==> config.mk <==
export PLATFORM = sky130hd
export DESIGN_NAME = plto_ctrl
export DESIGN_NICKNAME = d
export VERILOG_FILES = /design/src/hw/rtl/plto_pkg.sv /design/src/hw/rtl/plto_ctrl.sv
export SDC_FILE = /design/constraint.sdc
export NUM_CORES = 1
export LEC_CHECK = 0
export CAP_MARGIN = 30
export CELL_PAD_IN_SITES_DETAIL_PLACEMENT = 0
export CELL_PAD_IN_SITES_GLOBAL_PLACEMENT = 1
export CORE_AREA = 2 2 39 41
export CTS_CLUSTER_DIAMETER = 150
export DETAILED_ROUTE_END_ITERATION = 10
export DIE_AREA = 0 0 41 43
export DONT_BUFFER_PORTS = 1
export PLACE_DENSITY_LB_ADDON = 0.1
export SYNTH_ARGS = -nofsm -noshare
export SYNTH_HDL_FRONTEND = slang
export SYNTH_SLANG_ARGS = --single-unit
==> constraint.sdc <==
create_clock -name clk -period 2.35 [get_ports clk]
set_clock_uncertainty 0.2 [all_clocks]
set_input_delay 0.705 -clock clk [delete_from_list [all_inputs] [get_ports clk]]
set_output_delay 0.705 -clock clk [all_outputs]
set_load 0.01 [all_outputs]
==> src/hw/rtl/plto_pkg.sv <==
// Shared constants, types and helper functions for the trajectory offset block.
package plto_pkg;

	localparam int MAX_POINTS = 16;
	localparam int NUM_JOINTS = 32;

	localparam int DATA_W    = 32;
	localparam int PT_W      = 4;
	localparam int JNT_W     = 5;
	localparam int CFG_W     = 5;
	localparam int OP_W      = 2;
	localparam int STAT_W    = 2;
	localparam int S_TDATA_W = 80;
	localparam int M_TDATA_W = 32;

	localparam int TIME_AW   = $clog2(MAX_POINTS);
	localparam int VAL_DEPTH = MAX_POINTS * NUM_JOINTS;
	localparam int VAL_AW    = $clog2(VAL_DEPTH);
	localparam int DIV_STEPS = 32;
	localparam int CNT_W     = $clog2(DIV_STEPS);

	localparam logic [CFG_W-1:0] POINTS_RST = CFG_W'(2);

	localparam logic signed [DATA_W-1:0] Q_MAX = 32'sh7FFF_FFFF;
	localparam logic signed [DATA_W-1:0] Q_MIN = 32'sh8000_0000;

	typedef enum logic [OP_W-1:0] {
		OP_WR_TIME = 2'd0,
		OP_WR_VAL  = 2'd1,
		OP_EVAL    = 2'd2,
		OP_NOP     = 2'd3
	} op_t;

	typedef enum logic [STAT_W-1:0] {
		ST_OK    = 2'd0,
		ST_CLAMP = 2'd1,
		ST_ZERO  = 2'd2,
		ST_SAT   = 2'd3
	} status_t;

	typedef enum logic [3:0] {
		S_IDLE,
		S_RD,
		S_CMP,
		S_V0,
		S_V1,
		S_V2,
		S_DIV,
		S_RAT,
		S_MUL,
		S_TERM,
		S_OUT
	} state_t;

	typedef struct packed {
		logic load;
		logic wr_time;
		logic wr_val;
		logic srch_ahead;
		logic cmp;
		logic rd_y1;
		logic diff;
		logic lat_y0;
		logic div_prep;
		logic lat_y1;
		logic div_step;
		logic ratio;
		logic mul;
		logic term;
		logic out_load;
	} cmd_t;

	typedef struct packed {
		logic stop;
		logic div_skip;
		logic div_last;
		logic out_free;
	} stat_t;

	function automatic logic [VAL_AW-1:0] val_addr(input logic [TIME_AW-1:0] pt,
		input logic [JNT_W-1:0] jnt);
		return VAL_AW'(pt) * VAL_AW'(NUM_JOINTS) + VAL_AW'(jnt);
	endfunction

	function automatic logic pt_ok(input logic [PT_W-1:0] pt);
		return int'(pt) < MAX_POINTS;
	endfunction

	function automatic logic jnt_ok(input logic [JNT_W-1:0] jnt);
		return int'(jnt) < NUM_JOINTS;
	endfunction

endpackage

==> src/hw/rtl/plto_ctrl.sv <==
// Sequencing state machine for table writes and evaluations.
module plto_ctrl (
	input  logic                   clk,
	input  logic                   arst_n,
	input  logic                   s_tvalid,
	output logic                   s_tready,
	input  plto_pkg::op_t          opcode,
	input  plto_pkg::stat_t        stat,
	output plto_pkg::cmd_t         cmd
);
	import plto_pkg::*;

	state_t state_q;
	state_t state_nxt;
	logic   accept;

	assign s_tready = (state_q == S_IDLE);
	assign accept   = s_tvalid && s_tready;

	always_ff @(posedge clk or negedge arst_n) begin
		if (!arst_n) begin
			state_q <= S_IDLE;
		end else begin
			state_q <= state_nxt;
		end
	end

	always_comb begin
		state_nxt = state_q;
		unique case (state_q)
			S_IDLE: begin
				if (accept && opcode == OP_EVAL) begin
					state_nxt = S_RD;
				end
			end
			S_RD: state_nxt = S_CMP;
			S_CMP: begin
				if (stat.stop) begin
					state_nxt = S_V0;
				end
			end
			S_V0: state_nxt = S_V1;
			S_V1: state_nxt = S_V2;
			S_V2: state_nxt = stat.div_skip ? S_RAT : S_DIV;
			S_DIV: begin
				if (stat.div_last) begin
					state_nxt = S_RAT;
				end
			end
			S_RAT:  state_nxt = S_MUL;
			S_MUL:  state_nxt = S_TERM;
			S_TERM: state_nxt = S_OUT;
			S_OUT: begin
				if (stat.out_free) begin
					state_nxt = S_IDLE;
				end
			end
			default: state_nxt = S_IDLE;
		endcase
	end

	always_comb begin
		cmd = '0;
		unique case (state_q)
			S_IDLE: begin
				cmd.load    = accept && opcode == OP_EVAL;
				cmd.wr_time = accept && opcode == OP_WR_TIME;
				cmd.wr_val  = accept && opcode == OP_WR_VAL;
			end
			S_RD: cmd.srch_ahead = 1'b0;
			S_CMP: begin
				cmd.cmp        = 1'b1;
				cmd.srch_ahead = 1'b1;
			end
			S_V0: cmd.diff = 1'b1;
			S_V1: begin
				cmd.rd_y1    = 1'b1;
				cmd.lat_y0   = 1'b1;
				cmd.div_prep = 1'b1;
			end
			S_V2:   cmd.lat_y1   = 1'b1;
			S_DIV:  cmd.div_step = 1'b1;
			S_RAT:  cmd.ratio    = 1'b1;
			S_MUL:  cmd.mul      = 1'b1;
			S_TERM: cmd.term     = 1'b1;
			S_OUT:  cmd.out_load = stat.out_free;
			default: cmd = '0;
		endcase
	end

endmodule

==> impl_metrics.toml <==
[outcome]
status = "completed"

[worst_hold_path]
hold_class = "flip-flop to flip-flop"
hp-start = "state_q[3]$_DFFE_PN0P_"
holdPathEnd = "state_q[2]$_DFFE_PN0P_"
hold-path-cell-count = 1

[drt]
vias = 363
wl_per_cell_microns = 12.6
ant_nets = 0
drc = 0
vias_per_cell = 5.04
dr.pass1.iters = 2
postRouteWirelength_microns = 906
drt_iter0_markers = 4

[clocking]
insertion_delay_ns = 0.23
clockBufferDepth = 2
cts_tree = "done"
cts_made_buffers = 3
cts-htree-levels = 1
clk_pin_slew_worst_paths_ns = 0.04
cts_root_buf = "clkbuf_4"
cts.sinks = 4

[global_routing]
grt_pass1_vias = 373
antenna_found_initial = 0
grt_max_degree = 12
grt_use_total_pct = 12.5
grt_pass1_wl_microns = 1450
grt-ovfl-total = 0

[synth]
yosysMostFrequentCell = "nor2_1"
ys_ff_latch = 4
ys_warn_count = 0
synth.top_cell.area_share_pct = 23.5
async_reset_ff_share_pct = 100
synth_cells = 49
synth_commonest_cells = "8 x nor2_1, 6 x nor3_1, 5 x buf_4, 4 x dfrtp_1, 3 x nand2b_1"
synth_edf_count = 0
syn-cell-area_sq_um = 425
synth.net_count = 58
synth_cell_type_count = 24
ys_seq_area_share_pct = 23.5
ys.flop_type = "dfrtp_1"
yosysTopAreaCell = "dfrtp_1"
synth_area_leaders = "dfrtp_1 24%, buf_4 8.8%, nor3_1 7.1%"
synth.avg_cell_area_sq_um = 8.68

[setup_path]
r2r_start = "state_q[0]$_DFFE_PN0P_"
cp_cell_sequence = "nor4_4, nand2_2, nor3b_2"
r2r_cells = 5
crit_required_ns = 1.44
reg2reg_to = "state_q[0]$_DFFE_PN0P_"
cpPeakStageDelay_ns = 0.43
cp_data_arrival_time_ns = 1.35
start_kind = "flip-flop"
end_kind = "output pin"
critPathKind = "flip-flop to output pin"
cpMaxStageDelayCell = "dfrtp_2"
r2r_slack_ns = 0.73
critical_path_peak_fanout = 3

[timing]
maxSlewHeadroom_pct = 74.4
finalSetupViolations = 0
final-hold-violation-count = 0
period_share_pct = 96.0
setup_slack_ns = 0.0949
setup_tns_ns = 0
drv_slew = 0
fmax_mhz = 443
worst_slew_pin_slew_ns = 0.381
period_needed_ns = 2.26
rsz0062_at_grt = "no"

[floorplan]
core_area_sq_um = 1380
dieArea_sq_um = 1760
io_pins = 25
die_w_microns = 41
die_y_microns = 43
row_count = 14
start_util_pct = 30.7

[final_layout]
fillers = 151
nNetsFinal = 67
top_regs = "state_q: 4 flops"
largest_register_ff_count = 4
insertedDiodeCount = 0
drive_above_1_share_pct = 42.9
multiInputGateArea_sq_um = 263
regArea_sq_um = 104
top_register = "state_q"
syn2layout_area_growth_pct = 17.9

[placed_design]
pre_cts_ws_ns = 0.228
globalplace.congestion = 0.829
hpwl_microns = 679
portBuffers = 0

[power]
p_leak_nw = 0.211
vdd_ir_drop_max_mv = 0.402
p_per_area_nw_per_um2 = 1400

[flow_run]
maxCapViolCount = 0
stage by stage:
stage          power, mW  instance area (sq um)  hold WS, ns  std cells  utilization, %
5_1_grt            0.772                    502        0.425         72            36.3
4_1_cts            0.671                    473        0.460         69            34.2
2_1_floorplan      0.535                    425        0.209         49               -
6_report           0.703                    502        0.400         72            36.3
3_5_place_dp       0.577                    438        0.209         65            31.6
3_3_place_gp       0.580                    438        0.210         65            31.6
cell families (layout without fill, tap and decap cells):
group / count (synthesis) / in the layout / synth area share, %
buffers and inverters: 9 / 16 / 15.9
AOI/OAI and AO/OA: 8 / 8 / 16.2
and+or+nand+nor: 27 / 27 / 42.4
DFF: 4 / 4 / 23.5
xor gates and xnor gates: 1 / 1 / 2.06
cell usage in the layout, fill, tap and decap left out, drive strengths merged:
cell and n:
a21o 1, clkbuf 3, xor2 1, o22ai 2, inv 2, nand3b 1, nor3b 2, a221oi 2
dfrtp 4, nor2 8, nor3 6, nand2b 4, o21bai 1, dlygate4sd3 1, a32o 1, nor2b 1
and3b 1, nand2 2, or2 1, nor4 1, buf 10, o21a 1
power breakdown:
| part | total, mW | switching [mW] | leakage (nW) | internal [mW] |
|---|---|---|---|---|
| Clock | 0.0821 | 0.0252 | 0.0138 | 0.0569 |
| Combinational | 0.454 | 0.228 | 0.151 | 0.226 |
| Sequential | 0.167 | 0.0605 | 0.0454 | 0.106 |
worst max-delay path by stage:
stage | startpoint | to | slack [ns] | cells after the start
3_5_place_dp | state_q[2]$_DFFE_PN0P_ | cmd[13] | 0.23 | 4
6_report | state_q[0]$_DFFE_PN0P_ | cmd[14] | 0.09 | 3
2_1_floorplan | state_q[3]$_DFFE_PN0P_ | cmd[7] | 0.14 | 4
3_3_place_gp | state_q[2]$_DFFE_PN0P_ | cmd[13] | 0.26 | 4
5_1_grt | state_q[2]$_DFFE_PN0P_ | cmd[14] | 0.02 | 3
4_1_cts | state_q[0]$_DFFE_PN0P_ | cmd[13] | 0.03 | 4
worst max-delay path: cells and delay by family (launching register included):
family           cells  cell delay [ns]
AND/OR/NAND/NOR      3             0.68
flip-flops           1             0.43
repair_timing:
| item | in CTS | in global routing |
|---|---|---|
| gates resized for setup | 2 | 2 |
| endpoints found under the setup margin | 2 | 5 |
| buffers inserted | 0 | 3 |
| hold buffers | 1 | 0 |
| endpoints found under the hold margin | 4 | 0 |
cell type report:
class	instances	share of cell area (%)
clock buffers	3	4.49
inverters	2	1.50
multi-input cells	36	52.4
flip-flops and latches	4	20.7
well taps	16	3.99
repair buffers	11	17.0
metal layers:
| layer | share of wire, % | up-vias | track usage, % |
|---|---|---|---|
| li1 | - | 181 | - |
| met1 | 42 | 161 | 15.4 |
| met2 | 47 | 19 | 17.8 |
| met3 | 9.2 | 2 | 2.62 |
| met4 | 1.3 | 0 | 10.0 |
| met5 | 0 | - | 0 |
Power figures use the tool's default switching activity.
